**config.mk**
```make
export PLATFORM = sky130hd
export DESIGN_NAME = point_charge_potential_grid_top
export DESIGN_NICKNAME = d
export VERILOG_FILES = /design/src/rtl/pcpg_pkg.sv /design/src/rtl/pcpg_mem.sv /design/src/rtl/pcpg_sqrt.sv /design/src/rtl/pcpg_div.sv /design/src/rtl/point_charge_potential_grid_top.sv
export SDC_FILE = /design/constraint.sdc
export NUM_CORES = 2
export LEC_CHECK = 0
export BUFFER_PORTS_ARGS = -buffer_cell sky130_fd_sc_hd__buf_2
export CAP_MARGIN = 20
export CORE_MARGIN = 5
export CORE_UTILIZATION = 35
export CTS_CLUSTER_DIAMETER = 40
export DETAILED_ROUTE_END_ITERATION = 8
export RECOVER_POWER = 25
export SLEW_MARGIN = 5
export SYNTH_ARGS = -nofsm -noshare
export SYNTH_HDL_FRONTEND = slang
export SYNTH_SLANG_ARGS = --single-unit
```
**constraint.sdc**
```tcl
create_clock -name i_clk -period 13.4 [get_ports i_clk]
set_input_delay 0.67 -clock i_clk [delete_from_list [all_inputs] [get_ports i_clk]]
set_output_delay 0.67 -clock i_clk [all_outputs]
set_load 0.01 [all_outputs]
```
**src/rtl/pcpg_pkg.sv**
```systemverilog
// types and constants of the potential grid block
package pcpg_pkg;
    localparam int POS_W   = 16;
    localparam int CHG_W   = 16;
    localparam int PIX_W   = 9;
    localparam int D2_W    = 34;
    localparam int ROOT_W  = 17;
    localparam int NUM_W   = 30;
    localparam int SUM_W   = 38;
    localparam int POT_W   = 32;
    localparam int HUE_W   = 9;
    localparam int GAIN_W  = 10;
    localparam int CFG_W   = 10;
    localparam int HUE_MAX = 360;

    typedef enum logic [1:0] {
        REG_ACTIVE_COUNT = 2'd0,
        REG_HUE_BASE     = 2'd1,
        REG_HUE_GAIN     = 2'd2
    } t_reg_idx;

    typedef enum logic {
        OP_LOAD = 1'b0,
        OP_EVAL = 1'b1
    } t_op;

    typedef struct packed {
        logic [POS_W-1:0] x;
        logic [POS_W-1:0] y;
        logic [CHG_W-1:0] c;
    } t_charge;
endpackage

```
**src/rtl/pcpg_mem.sv**
```systemverilog
// charge store memory with registered read
module pcpg_mem #(
    parameter int DEPTH = 8,
    parameter int IDX_W = 3
) (
    input  logic               i_clk,
    input  logic               i_we,
    input  logic [IDX_W-1:0]   i_waddr,
    input  pcpg_pkg::t_charge  i_wdata,
    input  logic [IDX_W-1:0]   i_raddr,
    output pcpg_pkg::t_charge  o_rdata
);
    import pcpg_pkg::*;

    t_charge r_mem [DEPTH];
    t_charge r_rdata;

    always_ff @(posedge i_clk) begin
        if (i_we) begin
            r_mem[i_waddr] <= i_wdata;
        end
        r_rdata <= r_mem[i_raddr];
    end

    assign o_rdata = r_rdata;
endmodule

```
**src/rtl/pcpg_sqrt.sv**
```systemverilog
// bit-serial integer square root, two radicand bits per cycle
module pcpg_sqrt (
    input  logic                       i_clk,
    input  logic                       i_rst_n,
    input  logic                       i_start,
    input  logic [pcpg_pkg::D2_W-1:0]  i_val,
    output logic [pcpg_pkg::ROOT_W-1:0] o_root,
    output logic                       o_done
);
    import pcpg_pkg::*;

    localparam int REM_W = ROOT_W + 3;

    logic [D2_W-1:0]   r_val;
    logic [REM_W-1:0]  r_rem;
    logic [ROOT_W-1:0] r_root;
    logic [4:0]        r_cnt;
    logic              r_busy;
    logic              r_done;
    logic [REM_W-1:0]  rem_sh;
    logic [REM_W-1:0]  trial;

    assign rem_sh = {r_rem[REM_W-3:0], r_val[D2_W-1 -: 2]};
    assign trial  = {1'b0, r_root, 2'b01};

    always_ff @(posedge i_clk) begin
        if (!i_rst_n) begin
            r_busy <= 1'b0;
            r_done <= 1'b0;
            r_cnt  <= '0;
        end else begin
            r_done <= 1'b0;
            if (i_start) begin
                r_busy <= 1'b1;
                r_cnt  <= 5'(ROOT_W - 1);
            end else if (r_busy) begin
                r_cnt <= r_cnt - 5'd1;
                if (r_cnt == '0) begin
                    r_busy <= 1'b0;
                    r_done <= 1'b1;
                end
            end
        end
    end

    always_ff @(posedge i_clk) begin
        if (i_start) begin
            r_val  <= i_val;
            r_rem  <= '0;
            r_root <= '0;
        end else if (r_busy) begin
            r_val <= {r_val[D2_W-3:0], 2'b00};
            if (rem_sh >= trial) begin
                r_rem  <= rem_sh - trial;
                r_root <= {r_root[ROOT_W-2:0], 1'b1};
            end else begin
                r_rem  <= rem_sh;
                r_root <= {r_root[ROOT_W-2:0], 1'b0};
            end
        end
    end

    assign o_root = r_root;
    assign o_done = r_done;
endmodule

```
**src/rtl/pcpg_div.sv**
```systemverilog
// restoring divider, one quotient bit per cycle
module pcpg_div (
    input  logic                        i_clk,
    input  logic                        i_rst_n,
    input  logic                        i_start,
    input  logic [pcpg_pkg::NUM_W-1:0]  i_num,
    input  logic [pcpg_pkg::ROOT_W-1:0] i_den,
    output logic [pcpg_pkg::NUM_W-1:0]  o_quo,
    output logic                        o_done
);
    import pcpg_pkg::*;

    localparam int REM_W = ROOT_W + 1;

    logic [NUM_W-1:0]  r_num;
    logic [ROOT_W-1:0] r_den;
    logic [REM_W-1:0]  r_rem;
    logic [4:0]        r_cnt;
    logic              r_busy;
    logic              r_done;
    logic [REM_W-1:0]  rem_sh;

    assign rem_sh = {r_rem[REM_W-2:0], r_num[NUM_W-1]};

    always_ff @(posedge i_clk) begin
        if (!i_rst_n) begin
            r_busy <= 1'b0;
            r_done <= 1'b0;
            r_cnt  <= '0;
        end else begin
            r_done <= 1'b0;
            if (i_start) begin
                r_busy <= 1'b1;
                r_cnt  <= 5'(NUM_W - 1);
            end else if (r_busy) begin
                r_cnt <= r_cnt - 5'd1;
                if (r_cnt == '0) begin
                    r_busy <= 1'b0;
                    r_done <= 1'b1;
                end
            end
        end
    end

    always_ff @(posedge i_clk) begin
        if (i_start) begin
            r_num <= i_num;
            r_den <= i_den;
            r_rem <= '0;
        end else if (r_busy) begin
            if (rem_sh >= {1'b0, r_den}) begin
                r_rem <= rem_sh - {1'b0, r_den};
                r_num <= {r_num[NUM_W-2:0], 1'b1};
            end else begin
                r_rem <= rem_sh;
                r_num <= {r_num[NUM_W-2:0], 1'b0};
            end
        end
    end

    assign o_quo  = r_num;
    assign o_done = r_done;
endmodule

```
**src/rtl/point_charge_potential_grid_top.sv**
```systemverilog
// top level: charge store, sequencer, root and divide units, hue mapping
// a load writes the charge store when accepted; an evaluate processes each active charge in turn
// per charge: memory read, distance square, root, divide and add
// then saturate, hue multiply and output register, one evaluate at a time
// synchronous active-low reset clears control state and sets the configuration registers to defaults
module point_charge_potential_grid_top #(
    parameter int MAX_PARTICLES = 8,
    parameter int GRID_SIZE     = 512
) (
    input  logic                        i_clk,
    input  logic                        i_rst_n,
    input  logic                        i_cfg_we,
    input  logic [1:0]                  i_cfg_index,
    input  logic [pcpg_pkg::CFG_W-1:0]  i_cfg_wdata,
    input  logic                        i_valid,
    output logic                        o_ready,
    input  logic                        i_operation,
    input  logic [2:0]                  i_slot,
    input  logic [15:0]                 i_charge_pos_x,
    input  logic [15:0]                 i_charge_pos_y,
    input  logic signed [15:0]          i_charge_value,
    input  logic [8:0]                  i_pixel_x,
    input  logic [8:0]                  i_pixel_y,
    output logic                        o_valid,
    input  logic                        i_ready,
    output logic signed [31:0]          o_potential,
    output logic [8:0]                  o_hue,
    output logic                        o_saturated
);
    import pcpg_pkg::*;

    localparam int IDX_W = (MAX_PARTICLES > 1) ? $clog2(MAX_PARTICLES) : 1;
    localparam int CNT_W = $clog2(MAX_PARTICLES + 1);
    localparam int PMAX  = GRID_SIZE - 1;

    typedef enum logic [7:0] {
        S_IDLE = 8'b0000_0001,
        S_READ = 8'b0000_0010,
        S_DIST = 8'b0000_0100,
        S_SQRT = 8'b0000_1000,
        S_DIV  = 8'b0001_0000,
        S_SAT  = 8'b0010_0000,
        S_MUL  = 8'b0100_0000,
        S_HUE  = 8'b1000_0000
    } t_state;

    t_state r_state;
    logic [3:0]  r_active;
    logic [8:0]  r_base;
    logic [9:0]  r_gain;
    logic [CNT_W-1:0] r_n;
    logic [CNT_W-1:0] r_idx;
    logic [14:0] r_px;
    logic [14:0] r_py;
    logic signed [SUM_W-1:0] r_sum;
    logic        r_neg;
    logic [CHG_W-1:0] r_cm;
    logic signed [POT_W-1:0] r_pot;
    logic        r_sat;
    logic [POT_W-1:0] r_mag;
    logic [POT_W+GAIN_W-1:0] r_prod;
    logic        r_ovalid;
    logic signed [POT_W-1:0] r_opot;
    logic [HUE_W-1:0] r_ohue;
    logic        r_osat;

    logic              sq_start;
    logic              sq_done;
    logic              dv_start;
    logic              dv_done;
    logic [ROOT_W-1:0] sq_root;
    logic [NUM_W-1:0]  dv_quo;
    logic [ROOT_W-1:0] root_nz;

    t_charge mem_rd;
    t_charge mem_wr;
    logic    mem_we;
    logic [IDX_W+2:0] slot_ext;
    logic    in_acc;

    logic [6:0] ac7;
    logic [6:0] n7;
    logic [11:0] pxc;
    logic [11:0] pyc;
    logic signed [16:0] dx;
    logic signed [16:0] dy;
    logic [15:0] adx;
    logic [15:0] ady;
    logic [D2_W-1:0] d2;
    logic signed [CHG_W-1:0] cv;
    logic signed [SUM_W-1:0] term;
    logic signed [POT_W+GAIN_W+1:0] h;
    logic [27:0] ht;

    assign o_ready = (r_state == S_IDLE);
    assign in_acc  = i_valid && o_ready;

    assign slot_ext = (IDX_W + 3)'(i_slot);
    assign mem_we   = in_acc && (t_op'(i_operation) == OP_LOAD)
                      && (int'(slot_ext) < MAX_PARTICLES);
    assign mem_wr   = '{x: i_charge_pos_x, y: i_charge_pos_y, c: i_charge_value};

    pcpg_mem #(.DEPTH(MAX_PARTICLES), .IDX_W(IDX_W)) u_mem (
        .i_clk   (i_clk),
        .i_we    (mem_we),
        .i_waddr (slot_ext[IDX_W-1:0]),
        .i_wdata (mem_wr),
        .i_raddr (r_idx[IDX_W-1:0]),
        .o_rdata (mem_rd)
    );

    pcpg_sqrt u_sqrt (
        .i_clk   (i_clk),
        .i_rst_n (i_rst_n),
        .i_start (sq_start),
        .i_val   (d2),
        .o_root  (sq_root),
        .o_done  (sq_done)
    );

    assign root_nz = (sq_root == '0) ? ROOT_W'(1) : sq_root;

    pcpg_div u_div (
        .i_clk   (i_clk),
        .i_rst_n (i_rst_n),
        .i_start (dv_start),
        .i_num   ({r_cm, 14'd0}),
        .i_den   (root_nz),
        .o_quo   (dv_quo),
        .o_done  (dv_done)
    );

    assign ac7 = {3'd0, r_active};
    assign n7  = (ac7 > 7'(MAX_PARTICLES)) ? 7'(MAX_PARTICLES) : ac7;
    assign pxc = ({3'd0, i_pixel_x} > 12'(PMAX)) ? 12'(PMAX) : {3'd0, i_pixel_x};
    assign pyc = ({3'd0, i_pixel_y} > 12'(PMAX)) ? 12'(PMAX) : {3'd0, i_pixel_y};

    assign dx  = {2'b00, r_px} - {1'b0, mem_rd.x};
    assign dy  = {2'b00, r_py} - {1'b0, mem_rd.y};
    assign adx = dx[16] ? 16'(-dx) : dx[15:0];
    assign ady = dy[16] ? 16'(-dy) : dy[15:0];
    assign d2  = D2_W'(32'(adx) * 32'(adx)) + D2_W'(32'(ady) * 32'(ady));
    assign cv  = mem_rd.c;

    assign term = r_neg ? -SUM_W'(signed'({1'b0, dv_quo})) : SUM_W'(signed'({1'b0, dv_quo}));

    assign sq_start = (r_state == S_DIST);
    assign dv_start = (r_state == S_SQRT) && sq_done;

    assign h  = signed'({1'b0, r_base, 16'd0, 9'd0} >> 9)
                - signed'({2'b00, r_prod});
    assign ht = h[POT_W+GAIN_W+1 -: 28];

    always_ff @(posedge i_clk) begin
        if (!i_rst_n) begin
            r_active <= 4'd0;
            r_base   <= 9'd200;
            r_gain   <= 10'd150;
        end else if (i_cfg_we) begin
            case (t_reg_idx'(i_cfg_index))
                REG_ACTIVE_COUNT: r_active <= i_cfg_wdata[3:0];
                REG_HUE_BASE:     r_base   <= i_cfg_wdata[8:0];
                REG_HUE_GAIN:     r_gain   <= i_cfg_wdata[9:0];
                default: ;
            endcase
        end
    end

    always_ff @(posedge i_clk) begin
        if (!i_rst_n) begin
            r_state  <= S_IDLE;
            r_ovalid <= 1'b0;
            r_idx    <= '0;
            r_n      <= '0;
        end else begin
            if ((r_state == S_HUE) && (!r_ovalid || i_ready)) begin
                r_ovalid <= 1'b1;
            end else if (r_ovalid && i_ready) begin
                r_ovalid <= 1'b0;
            end
            case (r_state)
                S_IDLE: begin
                    if (in_acc && (t_op'(i_operation) == OP_EVAL)) begin
                        r_n   <= n7[CNT_W-1:0];
                        r_idx <= '0;
                        r_state <= (n7 == 7'd0) ? S_SAT : S_READ;
                    end
                end
                S_READ: r_state <= S_DIST;
                S_DIST: r_state <= S_SQRT;
                S_SQRT: begin
                    if (sq_done) begin
                        r_state <= S_DIV;
                    end
                end
                S_DIV: begin
                    if (dv_done) begin
                        r_idx <= r_idx + CNT_W'(1);
                        r_state <= (r_idx + CNT_W'(1) == r_n) ? S_SAT : S_READ;
                    end
                end
                S_SAT: r_state <= S_MUL;
                S_MUL: r_state <= S_HUE;
                S_HUE: begin
                    if (!r_ovalid || i_ready) begin
                        r_state  <= S_IDLE;
                    end
                end
                default: r_state <= S_IDLE;
            endcase
        end
    end

    always_ff @(posedge i_clk) begin
        if (in_acc) begin
            r_px  <= {pxc[8:0], 6'd0};
            r_py  <= {pyc[8:0], 6'd0};
            r_sum <= '0;
        end
        if (r_state == S_DIST) begin
            r_neg <= cv[CHG_W-1];
            r_cm  <= cv[CHG_W-1] ? CHG_W'(-cv) : cv;
        end
        if ((r_state == S_DIV) && dv_done) begin
            r_sum <= r_sum + term;
        end
        if (r_state == S_SAT) begin
            if (r_sum > SUM_W'(signed'(32'h7FFF_FFFF))) begin
                r_pot <= 32'sh7FFF_FFFF;
                r_sat <= 1'b1;
                r_mag <= 32'h7FFF_FFFF;
            end else if (r_sum < -SUM_W'(signed'({1'b0, 32'h8000_0000}))) begin
                r_pot <= 32'sh8000_0000;
                r_sat <= 1'b1;
                r_mag <= 32'h8000_0000;
            end else begin
                r_pot <= r_sum[POT_W-1:0];
                r_sat <= 1'b0;
                r_mag <= r_sum[SUM_W-1] ? POT_W'(-r_sum) : r_sum[POT_W-1:0];
            end
        end
        if (r_state == S_MUL) begin
            r_prod <= (POT_W+GAIN_W)'(r_mag) * (POT_W+GAIN_W)'(r_gain);
        end
        if ((r_state == S_HUE) && (!r_ovalid || i_ready)) begin
            r_opot <= r_pot;
            r_osat <= r_sat;
            if (h <= 0) begin
                r_ohue <= '0;
            end else if (ht > 28'(HUE_MAX)) begin
                r_ohue <= HUE_W'(HUE_MAX);
            end else begin
                r_ohue <= ht[HUE_W-1:0];
            end
        end
    end

    assign o_valid     = r_ovalid;
    assign o_potential = r_opot;
    assign o_hue       = r_ohue;
    assign o_saturated = r_osat;
endmodule

```
# Word-level counts from Yosys, hierarchy flattened
# Memory sizes are Yosys's and may differ from the RTL's. A register that Yosys moved wholly into a read port is not among the register bits.
# Index checks and enable logic that the tools add are counted.
[op_classes] n_addsub=15 mul=3 magnitude_cmp=8 n_eq_ne=15 n_mux=46 n_bitwise=4 reduce_logical=31
[ops] cell="2-to-1 mux 38 bit" n=3
[ops] cell="2-to-1 mux 32 bit" n=3
[ops] cell="2-to-1 mux 34 bit" n=2
[ops] cell="multiplier 16 x 16 -> 32 bit" n=2
[ops] cell="case mux 8 bit (8 select lines)" n=1
[ops] cell="2-to-1 mux 30 bit" n=2
[ops] cell="negation 16 bit" n=3
[ops] cell="less-or-equal comparator 43 x 1 -> 1 bit (second input constant)" n=1
[ops] cell="subtractor 25 x 42 -> 43 bit" n=1
[ops] cell="multiplier 32 x 10 -> 42 bit" n=1
[ops] cell="adder 38 bit" n=1
[ops] cell="> comparator 38 x 32 -> 1 bit (second input constant)" n=1
[ops] cell="less-than comparator 38 x 32 -> 1 bit (second input constant)" n=1
[ops] cell="negation 30 -> 38 bit" n=1
[ops] cell="subtractor 15 x 16 -> 17 bit" n=2
[ops] cell="adder 32 x 32 -> 33 bit" n=1
[ops] cell="2-to-1 mux 16 bit" n=2
[ops] cell="2-to-1 mux 8 bit" n=4
[ops] cell="negation 32 bit" n=1
[ops] cell="> comparator 28 x 9 -> 1 bit (second input constant)" n=1
[ops] cell=">= comparator 20 x 19 -> 1 bit" n=1
[ops] cell="2-to-1 mux 5 bit" n=4
[ops] cell=">= comparator 18 x 17 -> 1 bit" n=1
[ops] cell="2-to-1 mux 18 bit" n=1
[ops] cell="39 further kinds" n=81
[totals] regBits=409 ramBits=384 in_bits=87 output_inout_bits=44 wordCells=159 memories=1
[mem_list] name="u_mem.r_mem" depth=8 width=48 rd=1 rd_ports_with_merged_regs=1 wr=1 line_no="pcpg_mem.sv:15" text="t_charge r_mem [DEPTH];"

# Depth between registers and ports, before layout
[logic_depth] depth_word=6 depth_mapped=44 ltp_nobuf=39

# By module
# Synthesis repeated with hierarchy kept, for this count alone.
[hier_totals] cells_unflattened=5477 area_unflattened_um2=62389.8
[by_module_without_submodules] mod="point_charge_potential_grid_top" instances=1 cells_per_inst=4132 area_each_um2=38931.1 seq_area_each_um2=7437.1
[by_module_without_submodules] mod="pcpg_mem" instances=1 cells_per_inst=616 area_each_um2=15620.0 seq_area_each_um2=12492.0
[by_module_without_submodules] mod="pcpg_sqrt" instances=1 cells_per_inst=399 area_each_um2=4117.7 seq_area_each_um2=1861.8
[by_module_without_submodules] mod="pcpg_div" instances=1 cells_per_inst=330 area_each_um2=3721.1 seq_area_each_um2=1891.8

# Worst setup path after synthesis
# Ideal clock, no wire load.
[synth_path] path_type="register to register" from="register, netlist name u_mem.o_rdata[16]" to="register u_sqrt.r_val[32], data pin" setup_time_ns=0.268 arrival_ns=10.526 required_ns=13.132 setup_slack_ns=2.607 stages_incl_launch_ff=44 n_path_buf=5 period_less_slack_ns=10.793 cell_sequence="dfxtp_1 -> clkbuf_1 -> clkinv_1 -> clkbuf_1 -> ha_1 -> clkbuf_1 -> or3b_2 -> clkbuf_1 -> o211ai_1 -> nand3_1 -> a31oi_1 -> nor2_1 -> nor2_1 -> clkbuf_1 -> nor2_1 -> xor2_1 -> clkinv_1 -> nor2_1 -> (+8 left out) -> fa_1 -> inv_1 -> fa_1 -> inv_1 -> fa_1 -> fa_1 -> ha_1 -> a211oi_1 -> o21ai_0 -> a211oi_1 -> a21o_1 -> nand2_1 -> a21oi_1 -> o21ai_0 -> a41o_1 -> o41a_1 -> xnor2_1 -> o21ai_0"
[synth_via] elab_chain_cells=6
[synth_lines] item="subtractor 15 x 16 -> 17 bit (*)" line_no="point_charge_potential_grid_top.sv:139" text="assign dy = {2'b00, r_py} - {1'b0, mem_rd.y};"
[synth_lines] item="negation 16 bit" line_no="point_charge_potential_grid_top.sv:141" text="assign ady = dy[16] ? 16'(-dy) : dy[15:0];"
[synth_lines] item="2-to-1 mux 16 bit (*)" line_no="point_charge_potential_grid_top.sv:141"
[synth_lines] item="multiplier 16 x 16 -> 32 bit (*)" line_no="point_charge_potential_grid_top.sv:142" text="assign d2 = D2_W'(32'(adx) * 32'(adx)) + D2_W'(32'(ady) * 32'(ady));"
[synth_lines] item="adder 32 x 32 -> 33 bit (*)" line_no="point_charge_potential_grid_top.sv:142"
[synth_lines] item="2-to-1 mux 34 bit (*)" line_no="pcpg_sqrt.sv:47" text="if (i_start) begin"
[synth_lines] item="end signal, assigned" line_no="pcpg_sqrt.sv:48" text="r_val <= i_val;"
[synth_lines] item="end signal, assigned" line_no="pcpg_sqrt.sv:52" text="r_val <= {r_val[D2_W-3:0], 2'b00};"
[synth_lines] item="end, declared" line_no="pcpg_sqrt.sv:14" text="logic [D2_W-1:0] r_val;"
# Every way passes the cells marked *; elsewhere a longest branch is shown, timed or not.
# A chain may end at the register's enable or synchronous reset.

# Worst setup path in the final report
[layout_path] from="register, netlist name u_mem.o_rdata[32]" to="register u_sqrt.r_val[32], data pin"
[layout_via] elab_chain_cells=6
[layout_lines] item="subtractor 15 x 16 -> 17 bit (*)" line_no="point_charge_potential_grid_top.sv:138" text="assign dx = {2'b00, r_px} - {1'b0, mem_rd.x};"
[layout_lines] item="negation 16 bit" line_no="point_charge_potential_grid_top.sv:140" text="assign adx = dx[16] ? 16'(-dx) : dx[15:0];"
[layout_lines] item="2-to-1 mux 16 bit (*)" line_no="point_charge_potential_grid_top.sv:140"
[layout_lines] item="multiplier 16 x 16 -> 32 bit (*)" line_no="point_charge_potential_grid_top.sv:142"
[layout_lines] item="adder 32 x 32 -> 33 bit (*)" line_no="point_charge_potential_grid_top.sv:142"
[layout_lines] item="2-to-1 mux 34 bit (*)" line_no="pcpg_sqrt.sv:47"
# Marked as above.

==> impl_metrics.xml <==
<?xml version="1.0" encoding="UTF-8"?>
<metrics>
  <group name="floorplanning">
    <metric name="number_of_top_level_pins" unit="">131</metric>
    <metric name="core_area" unit="um2">176100</metric>
    <metric name="floorplan.initialDensity" unit="">0.3517</metric>
    <metric name="floorplan.die_area" unit="um2">185500</metric>
    <metric name="die_x" unit="um">430.7</metric>
    <metric name="rows" unit="">154</metric>
    <metric name="die-height" unit="um">430.7</metric>
  </group>
  <group name="min_path">
    <metric name="worst_hold_path_type" unit="">in -&gt; reg</metric>
  </group>
  <group name="yosys">
    <metric name="yosysTopAreaCellShare" unit="">0.3258</metric>
    <metric name="synth_area_leaders" unit="">sky130_fd_sc_hd__edfxtp_1 33%, sky130_fd_sc_hd__fa_1 20%, sky130_fd_sc_hd__ha_1 7.6%</metric>
    <metric name="seq_area_frac_synth" unit="">0.3801</metric>
    <metric name="postSynthCellCount" unit="">5584</metric>
    <metric name="asyncSetResetFlopFracSynth" unit="">0</metric>
    <metric name="yosys_register_bits" unit="">840</metric>
    <metric name="yosys.area.top_type" unit="">sky130_fd_sc_hd__edfxtp_1</metric>
    <metric name="synth_flop_type" unit="">sky130_fd_sc_hd__edfxtp_1</metric>
    <metric name="post_synth_instance_area" unit="um2">61940</metric>
    <metric name="synth_enable_flop_cells" unit="">672</metric>
    <metric name="synthMostInstantiatedCell" unit="">sky130_fd_sc_hd__inv_1</metric>
    <metric name="synthesis.yosys.warnings" unit="">0</metric>
    <metric name="synth.distinct_cells" unit="">80</metric>
    <metric name="syn_avg_cell_area" unit="um2">11.09</metric>
    <metric name="synthesis.nets" unit="">6677</metric>
    <metric name="synth_commonest_cells" unit="">862 x sky130_fd_sc_hd__inv_1, 672 x sky130_fd_sc_hd__edfxtp_1, 630 x sky130_fd_sc_hd__fa_1</metric>
  </group>
  <group name="clock_network">
    <metric name="cts_resized" unit="">0</metric>
    <metric name="cts_tree" unit="">done</metric>
    <metric name="clock-sinks" unit="">840</metric>
    <metric name="clock-root-buffer" unit="">sky130_fd_sc_hd__clkbuf_16</metric>
    <metric name="numCtsBuffers" unit="">116</metric>
    <metric name="clock_latency" unit="ns">0.77</metric>
    <metric name="clock_path_buffers" unit="">3</metric>
    <metric name="ctsHtreeMaxLevel" unit="">3</metric>
    <metric name="clock_transition_at_the_register_clock_pins_on_the_worst_setup_and_hold_paths_after_cts" unit="ns">0.06</metric>
  </group>
  <group name="critical_path">
    <metric name="crit_path_start_kind" unit="">flop</metric>
    <metric name="reg_to_reg_start" unit="">u_mem.o_rdata[32]</metric>
    <metric name="path_common_cell" unit="">sky130_fd_sc_hd__fa_1</metric>
    <metric name="end_kind" unit="">flop</metric>
    <metric name="required_time_at_the_endpoint_of_the_critical_path" unit="ns">13.89</metric>
    <metric name="crit_type" unit="">reg -&gt; reg</metric>
    <metric name="critical-path-max-stage-delay" unit="ns">0.67</metric>
    <metric name="worst_flop_to_flop_path_endpoint" unit="">u_sqrt.r_val[32]</metric>
    <metric name="crit_path_end" unit="">u_sqrt.r_val[32]</metric>
    <metric name="r2r_cells" unit="">38</metric>
    <metric name="crit_arrival" unit="ns">12.37</metric>
    <metric name="critical_path.max_fanout" unit="">14</metric>
    <metric name="setup.worst_path.start" unit="">u_mem.o_rdata[32]</metric>
    <metric name="ff2ff_setup_slack" unit="ns">1.52</metric>
    <metric name="crit_slowest_cell" unit="">sky130_fd_sc_hd__dfxtp_1</metric>
  </group>
  <group name="global_routing">
    <metric name="global_route.overflow_total" unit="">0</metric>
    <metric name="grt.busiest_layer" unit="">met2</metric>
    <metric name="grt_first_pass_wirelength" unit="um">238700</metric>
    <metric name="maximum_number_of_pins_on_one_net_before_global_route_repair" unit="">70</metric>
    <metric name="grt_use_met1" unit="">0.2087</metric>
    <metric name="gr-usage-met2" unit="">0.2839</metric>
    <metric name="grt_use_met3" unit="">0.02533</metric>
    <metric name="vias_in_the_first_global_route" unit="">42390</metric>
    <metric name="total_routing_usage_reported_by_global_routing" unit="">0.1626</metric>
    <metric name="antenna_violations_before_repair" unit="">28</metric>
  </group>
  <group name="timing">
    <metric name="rsz0062_at_grt" unit="">no</metric>
    <metric name="finalCritPeriodShare" unit="">0.8863</metric>
    <metric name="slew_violations" unit="">0</metric>
    <metric name="finClkSkew" unit="ns">0.08473</metric>
    <metric name="finalCriticalPeriod" unit="ns">11.88</metric>
    <metric name="fin_tns_setup" unit="ns">0</metric>
    <metric name="max_slew_margin" unit="">0.2452</metric>
    <metric name="timing.final.setup_violations" unit="">0</metric>
    <metric name="worst_pin_slew" unit="ns">1.132</metric>
    <metric name="hold_violations" unit="">0</metric>
    <metric name="clock.fmax" unit="GHz">0.08420</metric>
  </group>
  <group name="drt">
    <metric name="residual_antenna_violating_net_count_after_detailed_routing" unit="">0</metric>
    <metric name="firstDrtPassIters" unit="">5</metric>
    <metric name="drt-vias-per-instance" unit="">4.953</metric>
    <metric name="detailedRoute.firstIterationViolations" unit="">2507</metric>
    <metric name="remaining_drc_errors" unit="">0</metric>
    <metric name="route.final.wire_length" unit="um">149600</metric>
    <metric name="route.vias.total" unit="">40290</metric>
    <metric name="route.detailed.wl_per_inst" unit="um">18.38</metric>
  </group>
  <group name="job">
    <metric name="maxCapViolations" unit="">0</metric>
  </group>
  <group name="cells_and_area">
    <metric name="layout.cell_area.non_filler" unit="um2">69520</metric>
    <metric name="drive_above_1_share" unit="">0.09746</metric>
    <metric name="syn2layout_area_growth" unit="%">12.24</metric>
    <metric name="post_layout_nonfiller_instances" unit="">8135</metric>
    <metric name="num-nets-final" unit="">6777</metric>
  </group>
  <group name="place">
    <metric name="post_dp_hpwl" unit="um">111100</metric>
    <metric name="place_inst" unit="">7898</metric>
    <metric name="io_buffer_count" unit="">130</metric>
    <metric name="place.gp.congestion" unit="">0.8691</metric>
    <metric name="placed_cell_area" unit="um2">65280</metric>
  </group>
  <group name="status">
    <metric name="outcome" unit="">finished, final reports clean</metric>
  </group>
</metrics>
## what timing repair did
action,in CTS,in global routing
endpoints found under the hold margin,4,0
buffers inserted,0,0
hold buffers,4,0
## through the flow
step | hold slack [ns] | worst slack, ns | util
6_report | 0.07197 | 1.523 | 0.3947
5_1_grt | 0.02849 | 0.8871 | 0.3947
4_1_cts | 0.00004907 | 1.631 | 0.3946
3_5_place_dp | 0.4057 | 1.664 | 0.3707
3_3_place_gp | 0.4037 | 1.959 | 0.3707
2_1_floorplan | 0.4003 | 2.607 | -
## how the worst min path moves through the flow
stage | start | to | slack [ns] | depth (start not counted)
2_1_floorplan | r_pot[10] | o_potential[10] | 0.40 | 0
3_3_place_gp | r_pot[17] | o_potential[17] | 0.40 | 0
3_5_place_dp | r_pot[4] | o_potential[4] | 0.41 | 0
4_1_cts | i_pixel_y[6] | r_py[12] | 0.00005 | 1
5_1_grt | i_pixel_y[6] | r_py[12] | 0.03 | 1
6_report | i_pixel_y[6] | r_py[12] | 0.07 | 1
## layer usage
layer / part of all wire / vias up
li1: - / 18800
met1: 0.42 / 20310
met2: 0.50 / 908
met3: 0.049 / 264
met4: 0.029 / 8
met5: 0.00037 / -
## registers in the layout (all words and copies together), names as in the netlist, 10 cells and up
signal and flops:
r_cm 16, u_div.r_rem 17, u_sqrt.r_rem 18, o_potential 32, r_gain 10, u_div.o_quo 30, r_mag 31, u_sqrt.r_val 34
u_div.r_den 17, r_sum 38, u_mem.o_rdata 48, r_pot 32, u_sqrt.o_root 17, u_mem.r_mem 384, r_prod 42
## cells by family after synthesis
family	after synthesis	synth area share
adder cells (fa/ha/maj)	1006	0.2796
AO/OA/AOI/OAI	683	0.07020
XOR/XNOR	260	0.03689
multiplexers	214	0.05497
flip-flops	840	0.3801
AND/OR/NAND/NOR	1484	0.1116
buffers and inverters	1097	0.06665
## placed cells by master (no fill, tap or decap), types with 62 or more instances in the layout
| master | n |
|---|---|
| sky130_fd_sc_hd__buf_2 | 75 |
| sky130_fd_sc_hd__buf_4 | 71 |
| sky130_fd_sc_hd__xnor2_1 | 176 |
| sky130_fd_sc_hd__xor2_1 | 82 |
| sky130_fd_sc_hd__edfxtp_1 | 672 |
| sky130_fd_sc_hd__fa_1 | 630 |
| sky130_fd_sc_hd__ha_1 | 376 |
| sky130_fd_sc_hd__nand2_1 | 553 |
| sky130_fd_sc_hd__clkbuf_16 | 117 |
| sky130_fd_sc_hd__clkbuf_1 | 62 |
| sky130_fd_sc_hd__and2_1 | 170 |
| sky130_fd_sc_hd__nor2_1 | 397 |
| sky130_fd_sc_hd__mux4_2 | 96 |
| sky130_fd_sc_hd__inv_1 | 861 |
| sky130_fd_sc_hd__a21oi_1 | 193 |
| sky130_fd_sc_hd__o21ai_0 | 151 |
| sky130_fd_sc_hd__a21o_1 | 89 |
| sky130_fd_sc_hd__dfxtp_1 | 161 |
| sky130_fd_sc_hd__mux2i_1 | 69 |
## critical path: cells and delay by family, from the launching register on
family / cells / cell delay, ns
AO/OA/AOI/OAI: 13 / 2.78
flip-flops: 1 / 0.67
AND/OR/NAND/NOR: 6 / 1.68
buffers and inverters: 7 / 1.02
XOR/XNOR: 2 / 0.64
adder cells (fa/ha/maj): 10 / 4.80
## area by class of cell
type / instances / area (um2)
Multi-Input combinational cell: 3647 / 34350
Clock buffer: 127 / 2995
Tap cell: 2340 / 2928
Clock inverter: 94 / 1176
Sequential cell: 840 / 23560
Timing Repair Buffer: 208 / 1217
Antenna cell: 8 / 20.02
Fill cell: 17010 / 106600
Inverter: 871 / 3269
Power is left out: the tool's default activity adds up to more than one toggle a clock period on the data nets, which glitch-free logic cannot reach.
